### src/hw/rtl/grld_pkg.sv
// Shared types and constants of the run-length decoder.
`default_nettype none

package grld_pkg;

  localparam int unsigned ByteW  = 7;
  localparam int unsigned CountW = 2;

  localparam logic [ByteW-1:0]  RunMark     = 7'd42;  // '*'
  localparam logic [ByteW-1:0]  CountOffset = 7'd29;
  localparam logic [CountW-1:0] CntNone     = 2'd0;
  localparam logic [CountW-1:0] CntOne      = 2'd1;
  localparam logic [CountW-1:0] CntTwo      = 2'd2;

  typedef struct packed {
    logic [ByteW-1:0] in_byte;
    logic             packet_end;
  } in_item_t;

  typedef struct packed {
    logic [ByteW-1:0]  byte_a;
    logic [ByteW-1:0]  byte_b;
    logic [CountW-1:0] byte_count;
    logic              decode_error;
    logic              packet_done;
    logic              run_last;
  } out_item_t;

  typedef struct packed {
    logic load;  // take the input item
    logic emit;  // push the next run chunk to the output register
  } grld_cmd_t;

  typedef struct packed {
    logic out_free;    // output register empty or being taken this cycle
    logic run_start;   // the offered item opens a run
    logic chunk_last;  // at most two run bytes remain
  } grld_status_t;

endpackage

`default_nettype wire

### src/hw/rtl/gdb_run_length_decoder.sv
// Top level of the debugger-protocol run-length decoder.
// Takes one 7-bit payload character per item and gives decoded bytes up to two to a
// result. A plain character, or a packet end with nothing else to show, is
// taken and gives one result. A star or a bad count is taken and gives no
// result. A count character opening a run of N bytes (N up to 98) is
// followed by the run chunks: the output register carries up to two run bytes
// a cycle while the output is not stalled, and input is stalled meanwhile.
// Input is taken while a finished result waits, as long as the output
// register is being freed in that cycle.
`default_nettype none

module gdb_run_length_decoder (
  input  logic                clk_i,
  input  logic                rst_ni,
  input  logic                in_valid_i,
  output logic                in_stall_o,
  input  grld_pkg::in_item_t  in_data_i,
  output logic                out_valid_o,
  input  logic                out_stall_i,
  output grld_pkg::out_item_t out_data_o
);
  import grld_pkg::*;

  grld_cmd_t    cmd;
  grld_status_t status;

  grld_ctrl u_ctrl (
    .clk_i      (clk_i),
    .rst_ni     (rst_ni),
    .in_valid_i (in_valid_i),
    .in_stall_o (in_stall_o),
    .status_i   (status),
    .cmd_o      (cmd)
  );

  grld_dp u_dp (
    .clk_i       (clk_i),
    .rst_ni      (rst_ni),
    .in_data_i   (in_data_i),
    .cmd_i       (cmd),
    .status_o    (status),
    .out_valid_o (out_valid_o),
    .out_stall_i (out_stall_i),
    .out_data_o  (out_data_o)
  );

endmodule

`default_nettype wire

### src/hw/rtl/grld_ctrl.sv
// Controller of the run-length decoder: accepts items and sequences run output.
`default_nettype none

module grld_ctrl (
  input  logic                  clk_i,
  input  logic                  rst_ni,
  input  logic                  in_valid_i,
  output logic                  in_stall_o,
  input  grld_pkg::grld_status_t status_i,
  output grld_pkg::grld_cmd_t    cmd_o
);
  import grld_pkg::*;

  typedef enum logic [1:0] {
    StIdle = 2'b01,
    StRun  = 2'b10
  } state_e;

  state_e state_q, state_d;

  always_comb begin
    state_d    = state_q;
    cmd_o      = '0;
    in_stall_o = 1'b1;
    unique case (state_q)
      StIdle: begin
        in_stall_o = !status_i.out_free;
        cmd_o.load = in_valid_i && status_i.out_free;
        if (cmd_o.load && status_i.run_start) begin
          state_d = StRun;
        end
      end
      StRun: begin
        cmd_o.emit = status_i.out_free;
        if (cmd_o.emit && status_i.chunk_last) begin
          state_d = StIdle;
        end
      end
      default: begin
        state_d = StIdle;
      end
    endcase
  end

  always_ff @(posedge clk_i or negedge rst_ni) begin
    if (!rst_ni) begin
      state_q <= StIdle;
    end else begin
      state_q <= state_d;
    end
  end

endmodule

`default_nettype wire

### src/hw/rtl/grld_dp.sv
// Datapath of the run-length decoder: packet state, run counter, output register.
`default_nettype none

module grld_dp (
  input  logic                   clk_i,
  input  logic                   rst_ni,
  input  grld_pkg::in_item_t     in_data_i,
  input  grld_pkg::grld_cmd_t    cmd_i,
  output grld_pkg::grld_status_t status_o,
  output logic                   out_valid_o,
  input  logic                   out_stall_i,
  output grld_pkg::out_item_t    out_data_o
);
  import grld_pkg::*;

  logic [ByteW-1:0] prev_q, prev_d;
  logic             have_prev_q, have_prev_d;
  logic             run_pend_q, run_pend_d;
  logic             err_q, err_d;
  logic [ByteW-1:0] run_byte_q;
  logic [ByteW-1:0] left_q;
  logic             end_q;
  logic             out_valid_q;
  out_item_t        out_q;

  logic             is_mark;
  logic             is_plain;
  logic             single;
  logic             chunk_two;
  logic [CountW-1:0] chunk_cnt;

  assign is_mark   = (in_data_i.in_byte == RunMark);
  assign is_plain  = !err_q && !is_mark && !run_pend_q;
  // plain character, or packet end with nothing else to show
  assign single    = is_plain || (in_data_i.packet_end && !status_o.run_start);
  assign chunk_two = (left_q >= 7'd2);
  assign chunk_cnt = chunk_two ? CntTwo : CntOne;

  assign status_o.out_free   = !out_valid_q || !out_stall_i;
  assign status_o.run_start  = !err_q && !is_mark && run_pend_q &&
                               (in_data_i.in_byte > CountOffset);
  assign status_o.chunk_last = (left_q <= 7'd2);

  always_comb begin
    prev_d      = prev_q;
    have_prev_d = have_prev_q;
    run_pend_d  = run_pend_q;
    err_d       = err_q;
    if (!err_q) begin
      if (is_mark) begin
        if (!have_prev_q) begin
          err_d = 1'b1;
        end else begin
          if (run_pend_q) begin
            prev_d = RunMark;  // star after star
          end
          run_pend_d = 1'b1;
        end
        have_prev_d = 1'b1;
      end else begin
        if (run_pend_q && (in_data_i.in_byte <= CountOffset)) begin
          err_d = 1'b1;
        end
        run_pend_d  = 1'b0;
        prev_d      = in_data_i.in_byte;
        have_prev_d = 1'b1;
      end
    end
  end

  always_ff @(posedge clk_i or negedge rst_ni) begin
    if (!rst_ni) begin
      prev_q      <= '0;
      have_prev_q <= 1'b0;
      run_pend_q  <= 1'b0;
      err_q       <= 1'b0;
      out_valid_q <= 1'b0;
    end else begin
      if (cmd_i.load) begin
        prev_q <= prev_d;
        if (in_data_i.packet_end) begin
          have_prev_q <= 1'b0;
          run_pend_q  <= 1'b0;
          err_q       <= 1'b0;
        end else begin
          have_prev_q <= have_prev_d;
          run_pend_q  <= run_pend_d;
          err_q       <= err_d;
        end
      end
      if ((cmd_i.load && single) || cmd_i.emit) begin
        out_valid_q <= 1'b1;
      end else if (!out_stall_i) begin
        out_valid_q <= 1'b0;
      end
    end
  end

  // run registers and output payload
  always_ff @(posedge clk_i) begin
    if (cmd_i.load && status_o.run_start) begin
      run_byte_q <= prev_q;
      left_q     <= in_data_i.in_byte - CountOffset;
      end_q      <= in_data_i.packet_end;
    end else if (cmd_i.emit) begin
      left_q <= left_q - {{(ByteW-CountW){1'b0}}, chunk_cnt};
    end

    if (cmd_i.load && single) begin
      out_q.byte_a       <= is_plain ? in_data_i.in_byte : '0;
      out_q.byte_b       <= '0;
      out_q.byte_count   <= is_plain ? CntOne : CntNone;
      out_q.decode_error <= in_data_i.packet_end && err_d;
      out_q.packet_done  <= in_data_i.packet_end;
      out_q.run_last     <= 1'b1;
    end else if (cmd_i.emit) begin
      out_q.byte_a       <= run_byte_q;
      out_q.byte_b       <= chunk_two ? run_byte_q : '0;
      out_q.byte_count   <= chunk_cnt;
      out_q.decode_error <= 1'b0;  // a run only starts on a clean packet
      out_q.packet_done  <= end_q && status_o.chunk_last;
      out_q.run_last     <= status_o.chunk_last;
    end
  end

  assign out_valid_o = out_valid_q;
  assign out_data_o  = out_q;

  a_emit_has_bytes: assert property (@(posedge clk_i) disable iff (!rst_ni)
    cmd_i.emit |-> (left_q != '0))
    else $error("run chunk emitted with no bytes left");

  a_no_overwrite: assert property (@(posedge clk_i) disable iff (!rst_ni)
    (cmd_i.load || cmd_i.emit) |-> !(out_valid_q && out_stall_i))
    else $error("output register overwritten while stalled");

  a_run_loads: assert property (@(posedge clk_i) disable iff (!rst_ni)
    (cmd_i.load && status_o.run_start) |=> (!out_valid_q && left_q != '0))
    else $error("run start left bad counter or output state");

endmodule

`default_nettype wire

### config.mk
export PLATFORM = sky130hd
export DESIGN_NAME = gdb_run_length_decoder
export DESIGN_NICKNAME = d
export VERILOG_FILES = /design/src/hw/rtl/grld_pkg.sv /design/src/hw/rtl/gdb_run_length_decoder.sv /design/src/hw/rtl/grld_ctrl.sv /design/src/hw/rtl/grld_dp.sv
export SDC_FILE = /design/constraint.sdc
export NUM_CORES = 1
export LEC_CHECK = 0
export BUFFER_PORTS_ARGS = -buffer_cell sky130_fd_sc_hd__buf_2
export CAP_MARGIN = 25
export CORE_MARGIN = 4
export CORE_UTILIZATION = 30
export DETAILED_ROUTE_END_ITERATION = 8
export PLACE_DENSITY_LB_ADDON = 0.1
export SETUP_SLACK_MARGIN = 0.02
export SKIP_CTS_REPAIR_TIMING = 1
export SLEW_MARGIN = 20
export SYNTH_ARGS = -nofsm -noshare
export SYNTH_HDL_FRONTEND = slang
export SYNTH_SLANG_ARGS = --single-unit
### constraint.sdc
create_clock -name clk_i -period 3.5 [get_ports clk_i]
set_input_delay 0.7 -clock clk_i [delete_from_list [all_inputs] [get_ports clk_i]]
set_output_delay 0.7 -clock clk_i [all_outputs]
set_load 0.01 [all_outputs]
Word level (Yosys, flattened, before mapping)
Cells that the tools add are included.
- flip-flop bits (word level): 47
- output and inout bits: 21
- word-level logic and storage cells: 91
- add/subtract/negate cells: 2
- magnitude comparators: 4
- eq/ne operators: 10
- multiplexer cells: 30
- bitwise gates (word level): 1
- reductions and logical operators: 29
- operator list (kind ; count):
    7-bit two-way mux ; 7
    19-bit two-way mux ; 2
    1-bit two-way mux ; 17
    1-bit logical AND ; 13
    2-bit by 1-bit inequality test with 1-bit output (second input constant) ; 5
    7-bit by 6-bit equality test with 1-bit output (second input constant) ; 1
    7-bit by 2-bit >= comparator with 1-bit output (second input constant) ; 1
    7-bit by 5-bit > comparator with 1-bit output (second input constant) ; 1
    7-bit by 2-bit <= comparator with 1-bit output (second input constant) ; 1
    7-bit by 5-bit <= comparator with 1-bit output (second input constant) ; 1
    1-bit logical NOT ; 7
    7-bit by 2-bit subtractor with 7-bit output ; 1
    7-bit by 5-bit subtractor with 7-bit output (second input constant) ; 1
    2-bit two-way mux ; 3
    2-bit one-hot mux with 2 select lines ; 1
    2-bit AND reduction ; 2
    4-bit AND reduction ; 1
    2-bit nonzero test ; 2
    1-bit logical OR ; 3
    3-bit by 2-bit inequality test with 1-bit output (second input constant) ; 1
    3-bit AND reduction ; 1
    2-bit by 1-bit equality test with 1-bit output (second input constant) ; 1
    2-bit equality test (second input constant) ; 1
    2-bit inequality test (second input constant) ; 1
    1-bit NOT ; 1

Logic depth before layout (Yosys ltp)
Gate-level depths: netlist of run 1.
- depth in word-level cells: 11
- depth in mapped cells: 10
- mapped depth without buffers: 9

Cells and area by module
A second synthesis of run 1 with hierarchy kept.
- cell total of the unflattened synthesis: 194
- area total of the unflattened synthesis: 2296.0 µm²
- modules (own cells, without submodules) (module ; instances ; cells an instance ; area an instance (µm²)):
    grld_dp ; 1 ; 185 ; 2190.9
    grld_ctrl ; 1 ; 9 ; 105.1

Worst setup path after synthesis of run 1
No wires, ideal clock.
- path kind: register to register
- from: register u_dp.left_q[3]
- to: register u_dp.left_q[4] (data pin)
- setup time: 0.261 ns
- arrival time: 2.441 ns
- setup slack: 0.799 ns
- stages on the path, launching flop included: 11
- buffers on the path: 1
- period minus slack after synthesis: 2.701 ns
- path through: edfxtp_1 or4_1 or3_1 buf_2 inv_2 ha_1 fa_1 inv_1 or3_1 xor2_1 mux2i_1
- cells in the longest elaborated chain, start to end: 5
- ends and longest elaborated chain (what ; line ; source):
    from (decl) ; grld_dp.sv:21 ; logic [ByteW-1:0] left_q;
    from (signal assigned) ; grld_dp.sv:103 ; left_q <= in_data_i.in_byte - CountOffset;
    from (signal assigned) ; grld_dp.sv:106 ; left_q <= left_q - {{(ByteW-CountW){1'b0}}, chunk_cnt};
    7-bit by 2-bit >= comparator with 1-bit output ; grld_dp.sv:36 ; assign chunk_two = (left_q >= 7'd2);
    2-bit two-way mux ; grld_dp.sv:37 ; assign chunk_cnt = chunk_two ? CntTwo : CntOne;
    7-bit by 2-bit subtractor with 7-bit output (*) ; grld_dp.sv:106 ;
    7-bit two-way mux (*) ; grld_dp.sv:105 ; end else if (cmd_i.emit) begin
    7-bit two-way mux (*) ; grld_dp.sv:101 ; if (cmd_i.load && status_o.run_start) begin
Mark *: on every way between the ends. The rest lies on a longest branch, timed or not. The select of a mux whose other input is x is not followed.
A chain may end at the register's enable or synchronous reset.

Worst setup path after layout of run 1
Ends and elaborated chain as after synthesis.

==> results of run 1 <==
synth_stat cells (2+ instances only):
cell type  count
edfxtp_1      26
nand2_1       14
dfrtp_1       12
inv_1         11
dfxtp_1        8
nand3_1        8
a22o_1         7
mux2i_1        7
o31ai_1        7
xnor2_1        6
a21oi_1        5
buf_2          5
ha_1           5
mux2_1         5
a21o_1         4
nand2b_1       4
nor2_1         4
o21ai_0        4
or3_1          4
xor2_1         4
nor3_1         3
a2111o_1       2
inv_2          2
nand4_1        2
nor4_4         2
cell type report:
type / count / area [um2]
clock buffer: 5 / 68.8
fill: 734 / 4620
clock inverter: 3 / 47.5
tap: 99 / 124
multi-input combinational: 115 / 885
timing repair buffer: 36 / 190
sequential: 47 / 1270
inverter: 13 / 48.8
worst max-delay path, stage by stage (launching register included):
cell and delay, ns:
edfxtp_1 0.44, or4_1 0.58, or3_1 0.51, inv_2 0.16, ha_1 0.19, fa_1 0.21
inv_1 0.06, or3_1 0.32, xor2_1 0.14, mux2i_1 0.08
cells by family after synthesis:
family | share of synthesized area [%]
and+or+nand+nor | 13.2
DFF | 56.5
AOI/OAI and AO/OA | 13.0
buffers and inverters | 4.12
muxes | 5.63
xor gates and xnor gates | 3.90
adders and majority gates | 3.68
registers in the layout, indices dropped and copies added (netlist names), 2 cells and up:
| register | flops |
|---|---|
| u_dp.out_data_o | 19 |
| u_dp.left_q | 7 |
| u_dp.prev_q | 7 |
| u_dp.run_byte_q | 7 |
| u_ctrl.state_q | 2 |
where the power goes:
group,switching [mW],internal (mW)
Combinational,0.0725,0.0449
Sequential,0.0115,0.620
Clock,0.195,0.217
stage by stage:
stage | util (%) | cells | cell area (um2) | hold slack, ns
after global placement | 34.7 | 310 | 2510 | 0.428
after global routing | 36.3 | 318 | 2630 | 0.279
after CTS | 36.3 | 318 | 2630 | 0.272
final | 36.3 | 318 | 2630 | 0.272
after detailed placement | 34.7 | 310 | 2510 | 0.428
after floorplan | - | 183 | 2240 | 0.404
per-layer routing:
layer	track usage (%)	vias up	part of all wire [%]
met3	3.03	6	4.6
li1	-	744	-
met5	0	-	0
met2	17.4	31	40
met1	18.7	686	55
met4	3.25	0	1.1
final timing paths:
kind                                      from                  to  slack [ns]  cells after the start
worst max register to register  u_dp.left_q[3]      u_dp.left_q[4]        0.57                      9
worst min-delay path                    rst_ni      u_dp.prev_q[5]        0.27                      1
worst min register to register  u_dp.prev_q[4]  u_dp.run_byte_q[4]        0.45                      0
max in group asynchronous               rst_ni   u_ctrl.state_q[0]        2.93                      1
worst max-delay path            u_dp.left_q[3]      u_dp.left_q[4]        0.57                      9
min in group clk_i              u_dp.prev_q[4]  u_dp.run_byte_q[4]        0.45                      0
==> flow_metrics.py, run 1 <==
metrics = {
    "run_status": {
        "outcome": "finished, final reports clean",
    },
    "sta": {
        "fin_setup_tns_ns": 0,
        "setup_ws_ns": 0.571,
        "hold_viol": 0,
        "tightestPinTransition_ns": 0.507,
        "unrepaired_setup_endpoints_after_global_routing": "false",
        "final-setup-viol-count": 0,
        "finalClockSkew_ns": 0.00685,
        "slew_headroom_pct": 65.9,
        "min_period_ns": 2.93,
        "fmaxAchievable_mhz": 341,
        "timing_max_transition_violations_final": 0,
        "final.period_utilization_pct": 83.7,
    },
    "route": {
        "ant_nets": 0,
        "mean_number_of_vias_per_cell": 4.61,
        "num_vias": 1467,
        "drt_first_iter_violations": 76,
        "detailedRoute.firstPassIterationCount": 4,
        "routed_wirelength_um": 5100,
        "drt_drc_violations_left": 0,
        "wl_per_cell_um": 16.0,
    },
    "clock_tree": {
        "clockBufferDepth": 2,
        "cts.root.buffer_cell": "clkbuf_8",
        "worst_skew_pair.late_latency_ns": 0.30,
        "htree_num_levels": 2,
        "clock_tree_from_tritoncts": "built",
        "clock-sinks": 47,
        "total_cts_buffers": 5,
        "cts.clk_slew.worst_paths_ns": 0.09,
    },
    "synthesis": {
        "synthDominantCellAreaShare_pct": 34.8,
        "synth_area_leader_cell": "edfxtp_1",
        "synthTopCellsByArea": "edfxtp_1 35%, dfrtp_1 13%, dfxtp_1 7.1%",
        "number_of_enable_type_register_cells_in_the_synthesized_netlist": 26,
        "synth.net_count": 201,
        "synth_sequential_area_ratio_pct": 56.5,
        "avgSynthCellArea_um2": 12.3,
        "syn_std_cell_area_mm2": 0.00224,
        "synthFlopType": "edfxtp_1",
        "synth_cell_type_count": 47,
        "yosysWarningCount": 0,
        "async_set_reset_flop_share_out_of_synthesis_pct": 27.7,
        "postSynthRegisterBits": 47,
        "syn-instance-count": 183,
    },
    "placed_design": {
        "detailedPlacementHpwl_um": 3840,
        "final_wtd_congestion": 0.762,
        "io_buffers": 32,
        "post-place-ws_ns": 0.558,
    },
    "setup_path": {
        "crit_fanout": 9,
        "required_arrival_time_at_the_worst_endpoint_ns": 3.55,
        "end_kind": "flop",
        "worst-endpoint-arrival_ns": 2.98,
        "timing.setup.critical_path_class": "reg -> reg",
        "startpoint_type": "flop",
    },
    "floorplanning": {
        "initial_util_pct": 30.9,
        "placement_row_count": 31,
        "die-width_um": 94.5,
        "die-area_mm2": 0.00893,
        "floorplan.io_pins": 33,
        "placeableCoreArea_mm2": 0.00725,
        "die_y_um": 94.5,
    },
    "layout": {
        "most_used_cells_in_the_layout_excluding_fill_and_tap_cells": "32 x buf_2, 26 x edfxtp_1, 14 x nand2_1",
        "area.growth.synth_to_final_pct": 17.2,
        "num_antenna_cells": 0,
        "design.final.nets": 236,
        "mostFrequentLayoutCell": "buf_2",
        "layout-drive-gt1-share_pct": 23.7,
    },
    "power_and_ir_drop": {
        "max-vdd-ir-drop_mv": 0.176,
        "total_power_mw": 1.16,
        "leakage_power_nw": 1.14,
        "power_per_cell_area_mw_per_mm2": 441,
    },
    "global_route": {
        "grt_max_degree": 18,
        "first_global_vias": 1469,
        "grt_util_all_layers_pct": 12.3,
        "grt_first_pass_wirelength_um": 8250,
        "overflow": 0,
        "grt_antenna_before_repair": 0,
    },
    "min_path": {
        "hp-class": "in -> async",
    },
    "flow_run": {
        "cap_viol_max_count": 0,
    },
}
Note: power is estimated with default switching activity, not from simulation.
==> inputs of run 2 (changes only) <==
==> constraint.sdc (replaced) <==
create_clock -name clk_i -period 2.9 [get_ports clk_i]
set_input_delay 0.58 -clock clk_i [delete_from_list [all_inputs] [get_ports clk_i]]
set_output_delay 0.58 -clock clk_i [all_outputs]
set_load 0.01 [all_outputs]
==> run 2 against run 1 <==
Effect of this change: non-clock buffer count increased by 4; wire length is 1.6% lower; hold slack lost 0.12 ns; fmax rose by 8.4%; final cell count up 1.3%; critical path depth did not move; critical path type unchanged; critical endpoint unchanged.
==> flow_metrics.py, run 2 (synthesized netlist as in run 1, its figures left out) <==
metrics = {
    "run_status": {
        "outcome": "finished, final reports clean",
    },
    "clock_tree": {
        "clock_tree_from_tritoncts": "built",
        "total_cts_buffers": 5,
        "cts.root.buffer_cell": "clkbuf_8",
        "htree_num_levels": 2,
        "cts.clk_slew.worst_paths_ns": 0.09,
        "worst_skew_pair.late_latency_ns": 0.30,
        "clock-sinks": 47,
        "clockBufferDepth": 2,
    },
    "sta": {
        "fin_setup_tns_ns": 0,
        "final.period_utilization_pct": 93.2,
        "fmaxAchievable_mhz": 370,
        "min_period_ns": 2.70,
        "tightestPinTransition_ns": 0.498,
        "finalClockSkew_ns": 0.00842,
        "hold_viol": 0,
        "timing_max_transition_violations_final": 0,
        "slew_headroom_pct": 66.8,
        "unrepaired_setup_endpoints_after_global_routing": "false",
        "final-setup-viol-count": 0,
        "setup_ws_ns": 0.198,
    },
    "power_and_ir_drop": {
        "max-vdd-ir-drop_mv": 0.185,
        "leakage_power_nw": 1.15,
        "power_per_cell_area_mw_per_mm2": 520,
    },
    "route": {
        "drt_drc_violations_left": 0,
        "wl_per_cell_um": 15.6,
        "ant_nets": 0,
        "top_signal_layer_used": "met4",
        "met1_length_um": 2610,
        "routed_wirelength_um": 5010,
        "mean_number_of_vias_per_cell": 4.66,
        "met2WireLength_um": 2090,
        "met3_wl_um": 245,
        "num_vias": 1501,
        "drt_first_iter_violations": 45,
        "detailedRoute.firstPassIterationCount": 4,
    },
    "global_route": {
        "grt_max_degree": 18,
        "grt_first_pass_wirelength_um": 8080,
        "grt_antenna_before_repair": 0,
        "grt_util_all_layers_pct": 12.2,
        "first_global_vias": 1478,
        "overflow": 0,
    },
    "layout": {
        "mostFrequentLayoutCell": "buf_2",
        "area.growth.synth_to_final_pct": 18.4,
        "layout-drive-gt1-share_pct": 25.1,
        "largest_register_ff_count": 19,
        "num_antenna_cells": 0,
        "most_used_cells_in_the_layout_excluding_fill_and_tap_cells": "32 x buf_2, 26 x edfxtp_1, 14 x nand2_1",
        "design.final.nets": 240,
    },
    "floorplanning": {
        "die-width_um": 94.5,
        "placement_row_count": 31,
        "die_y_um": 94.5,
        "die-area_mm2": 0.00893,
        "floorplan.io_pins": 33,
        "placeableCoreArea_mm2": 0.00725,
        "initial_util_pct": 30.9,
    },
    "setup_path": {
        "end_kind": "flop",
        "crit_fanout": 4,
        "worst-endpoint-arrival_ns": 2.75,
        "startpoint_type": "flop",
        "reg2reg_slack_ns": 0.20,
        "timing.setup.critical_path_class": "reg -> reg",
        "required_arrival_time_at_the_worst_endpoint_ns": 2.95,
    },
    "min_path": {
        "hp-class": "in -> async",
    },
    "placed_design": {
        "post-place-ws_ns": 0.181,
        "io_buffers": 32,
        "final_wtd_congestion": 0.845,
        "detailedPlacementHpwl_um": 3870,
    },
    "flow_run": {
        "cap_viol_max_count": 0,
    },
}
## run 2: cell count changes in the layout (fill, tap and decap cells not counted)
| cell | previous run | this run |
|---|---|---|
| inv_4 | 0 | 1 |
| clkinv_4 | 1 | 0 |
| or4_4 | 0 | 1 |
| buf_4 | 4 | 8 |
| or4_1 | 1 | 0 |
| inv_6 | 1 | 0 |
| clkbuf_1 | 0 | 1 |
## run 2: final timing paths
path	start	endpoint	cells past startpoint
worst max-delay path	u_dp.left_q[3]	u_dp.left_q[4]	9
worst min-delay path	rst_ni	u_dp.prev_q[5]	1
worst max register to register	u_dp.left_q[3]	u_dp.left_q[4]	9
worst min register to register	u_dp.prev_q[3]	u_dp.run_byte_q[3]	0
max in group asynchronous	rst_ni	u_ctrl.state_q[0]	1
min in group clk_i	u_dp.prev_q[3]	u_dp.run_byte_q[3]	0
## run 2: metrics by stage
stage,cell area (um2),util [%],instances,power [mW],hold WS [ns]
3_3_place_gp,2540,35.1,314,0.923,0.432
4_1_cts,2650,36.6,322,1.40,0.163
2_1_floorplan,2240,-,183,0.857,0.284
3_5_place_dp,2540,35.1,314,0.923,0.435
6_report,2660,36.6,322,1.38,0.156
5_1_grt,2660,36.6,322,1.45,0.168
## run 2: critical path, stage by stage (launching register included)
cell	delay, ns
edfxtp_1	0.44
or4_4	0.55
or3_1	0.35
inv_2	0.10
ha_1	0.19
fa_1	0.21
inv_1	0.06
or3_1	0.32
xor2_1	0.14
mux2i_1	0.08
## run 2: where the power goes
group          internal, mW  switching, mW
Combinational        0.0558         0.0863
Sequential            0.748         0.0144
Clock                 0.258          0.220
Total                  1.06          0.321
## run 2: layer usage
metal / global-route usage [%] / vias up
li1: - / 753
met1: 17.8 / 702
met2: 17.6 / 38
met3: 2.95 / 8
met4: 3.97 / 0
met5: 0 / -
## run 2: cell type report
| class | instances | area, um2 |
|---|---|---|
| tap | 99 | 124 |
| multi-input combinational | 115 | 888 |
| sequential | 47 | 1270 |
| clock inverter | 2 | 36.3 |
| clock buffer | 6 | 72.6 |
| timing repair buffer | 40 | 220 |
| fill | 744 | 4600 |
| inverter | 13 | 48.8 |
==> inputs of run 3 (changes only) <==
--- a/config.mk
+++ b/config.mk
@@ -5,11 +5,11 @@
 export SDC_FILE = /design/constraint.sdc
 export NUM_CORES = 1
 export LEC_CHECK = 0
-export BUFFER_PORTS_ARGS = -buffer_cell sky130_fd_sc_hd__buf_2
 export CAP_MARGIN = 25
 export CORE_MARGIN = 4
 export CORE_UTILIZATION = 30
 export DETAILED_ROUTE_END_ITERATION = 8
+export DONT_BUFFER_PORTS = 1
 export PLACE_DENSITY_LB_ADDON = 0.1
 export SETUP_SLACK_MARGIN = 0.02
 export SKIP_CTS_REPAIR_TIMING = 1
==> run 3 against run 2 <==
Effect of this change: final cell count is 11% lower; critical path depth stayed put; fmax is 1.4% lower; core utilization is 2.6 points lower; sequential share of layout area is 3.7 points higher; via count is 6.5% lower; combinational power is 33% lower; wire length is 2.3% higher; register-to-register slack worse by 0.04 ns; largest cell class unchanged; highest routed layer unchanged.
==> flow_metrics.py, run 3 (synthesized netlist as in run 1, its figures left out) <==
metrics = {
    "layout": {
        "area.growth.synth_to_final_pct": 9.87,
        "fin_area_mm2": 0.00247,
        "layout-drive-gt1-share_pct": 11.2,
        "most_used_cells_in_the_layout_excluding_fill_and_tap_cells": "26 x edfxtp_1, 14 x nand2_1, 12 x dfrtp_1",
        "largest_register_ff_count": 19,
        "mostFrequentLayoutCell": "edfxtp_1",
        "num_antenna_cells": 0,
        "design.final.nets": 205,
    },
    "setup_path": {
        "crit_fanout": 4,
        "end_kind": "flop",
        "timing.setup.critical_path_class": "reg -> reg",
        "worst-endpoint-arrival_ns": 2.79,
        "startpoint_type": "flop",
        "required_arrival_time_at_the_worst_endpoint_ns": 2.95,
    },
    "global_route": {
        "grt_util_all_layers_pct": 12.2,
        "grt_first_pass_wirelength_um": 8270,
        "overflow": 0,
        "grt_antenna_before_repair": 0,
        "grt_max_degree": 19,
        "first_global_vias": 1452,
    },
    "power_and_ir_drop": {
        "power_per_cell_area_mw_per_mm2": 525,
        "power_switching_uw": 312,
        "leakage_power_nw": 0.990,
        "max-vdd-ir-drop_mv": 0.186,
        "power.internal_uw": 983,
        "part_of_the_total_power_dissipated_in_the_clock_network_pct": 32.8,
        "comb_power_share_pct": 7.3,
        "p_sw_share_pct": 24.1,
        "share_seq_of_total_power_pct": 59.9,
    },
    "clock_tree": {
        "cts.clk_slew.worst_paths_ns": 0.09,
        "clockBufferDepth": 2,
        "total_cts_buffers": 5,
        "htree_num_levels": 2,
        "cts.root.buffer_cell": "clkbuf_8",
        "worst_skew_pair.late_latency_ns": 0.30,
        "clock_tree_from_tritoncts": "built",
        "clock-sinks": 47,
    },
    "sta": {
        "fin_setup_tns_ns": 0,
        "tightestPinTransition_ns": 0.883,
        "finalClockSkew_ns": 0.00375,
        "min_period_ns": 2.74,
        "slew_headroom_pct": 40.7,
        "final-setup-viol-count": 0,
        "final.period_utilization_pct": 94.5,
        "hold_viol": 0,
        "fmaxAchievable_mhz": 365,
        "timing_max_transition_violations_final": 0,
        "unrepaired_setup_endpoints_after_global_routing": "false",
    },
    "floorplanning": {
        "die-area_mm2": 0.00893,
        "placement_row_count": 31,
        "floorplan.io_pins": 33,
        "initial_util_pct": 30.9,
        "placeableCoreArea_mm2": 0.00725,
        "die_y_um": 94.5,
        "die-width_um": 94.5,
    },
    "flow_run": {
        "cap_viol_max_count": 0,
    },
    "placed_design": {
        "detailedPlacementHpwl_um": 3890,
        "dpl-instance-area_mm2": 0.00236,
        "final_wtd_congestion": 0.782,
        "io_buffers": 0,
    },
    "route": {
        "routed_wirelength_um": 5130,
        "num_vias": 1404,
        "drt_first_iter_violations": 53,
        "detailedRoute.firstPassIterationCount": 4,
        "ant_nets": 0,
        "drt_drc_violations_left": 0,
        "mean_number_of_vias_per_cell": 4.89,
        "wl_per_cell_um": 17.9,
    },
    "min_path": {
        "hp-class": "in -> async",
    },
    "run_status": {
        "outcome": "finished, final reports clean",
    },
}
-- run 3: worst paths after layout --
check / depth (start not counted) / startpoint / slack, ns / to
setup / recovery: 9 / u_dp.left_q[3] / 0.16 / u_dp.left_q[4]
hold / removal: 0 / rst_ni / 0.11 / u_ctrl.state_q[0]
setup reg to reg: 9 / u_dp.left_q[3] / 0.16 / u_dp.left_q[4]
hold reg to reg: 0 / u_dp.prev_q[5] / 0.45 / u_dp.run_byte_q[5]
max in group asynchronous: 1 / rst_ni / 1.80 / u_dp.out_valid_o
min in group clk_i: 0 / in_data_i[0] / 0.38 / u_dp.end_q
-- run 3: power by group through the flow --
stage | clock network, mW | logic, mW | registers [mW]
after floorplan | 0 | 0.0725 | 0.784
after global placement | 0 | 0.0916 | 0.790
after detailed placement | 0 | 0.0918 | 0.792
after CTS | 0.439 | 0.0921 | 0.777
after global routing | 0.471 | 0.107 | 0.782
final | 0.425 | 0.0947 | 0.776
-- run 3: metal layers --
layer  part of all wire (%)  GRT usage (%)  vias up
li1                       -              -      682
met1                     51           18.4      677
met2                     43           17.0       41
met3                    5.5           3.75        4
met4                   0.86           3.00        0
met5                      0              0        -
-- run 3: stage by stage --
step / power, mW / setup WS, ns / util [%] / instances / hold WS, ns
finish: 1.30 / 0.159 / 34.0 / 287 / 0.114
global route: 1.36 / 0.0306 / 34.0 / 287 / 0.0967
CTS: 1.31 / 0.159 / 33.9 / 286 / -0.0510
detailed placement: 0.884 / 0.168 / 32.5 / 278 / 0.285
global placement: 0.882 / 0.219 / 32.5 / 278 / 0.285
floorplan: 0.857 / 0.199 / - / 183 / 0.284
-- run 3: critical path, cell delays in order (launching register included) --
cell	delay, ns
edfxtp_1	0.44
or4_1	0.58
or3_1	0.39
inv_2	0.11
ha_1	0.17
fa_1	0.21
inv_1	0.06
or3_1	0.31
xor2_1	0.14
mux2i_1	0.08
-- run 3: area by class of cell --
cell class | instances | area (um2)
Clock buffer | 6 | 82.6
Clock inverter | 2 | 15.0
Fill cell | 708 | 4790
Sequential cell | 47 | 1270
Tap cell | 99 | 124
Inverter | 13 | 48.8
Timing Repair Buffer | 5 | 40.0
Multi-Input combinational cell | 115 | 888
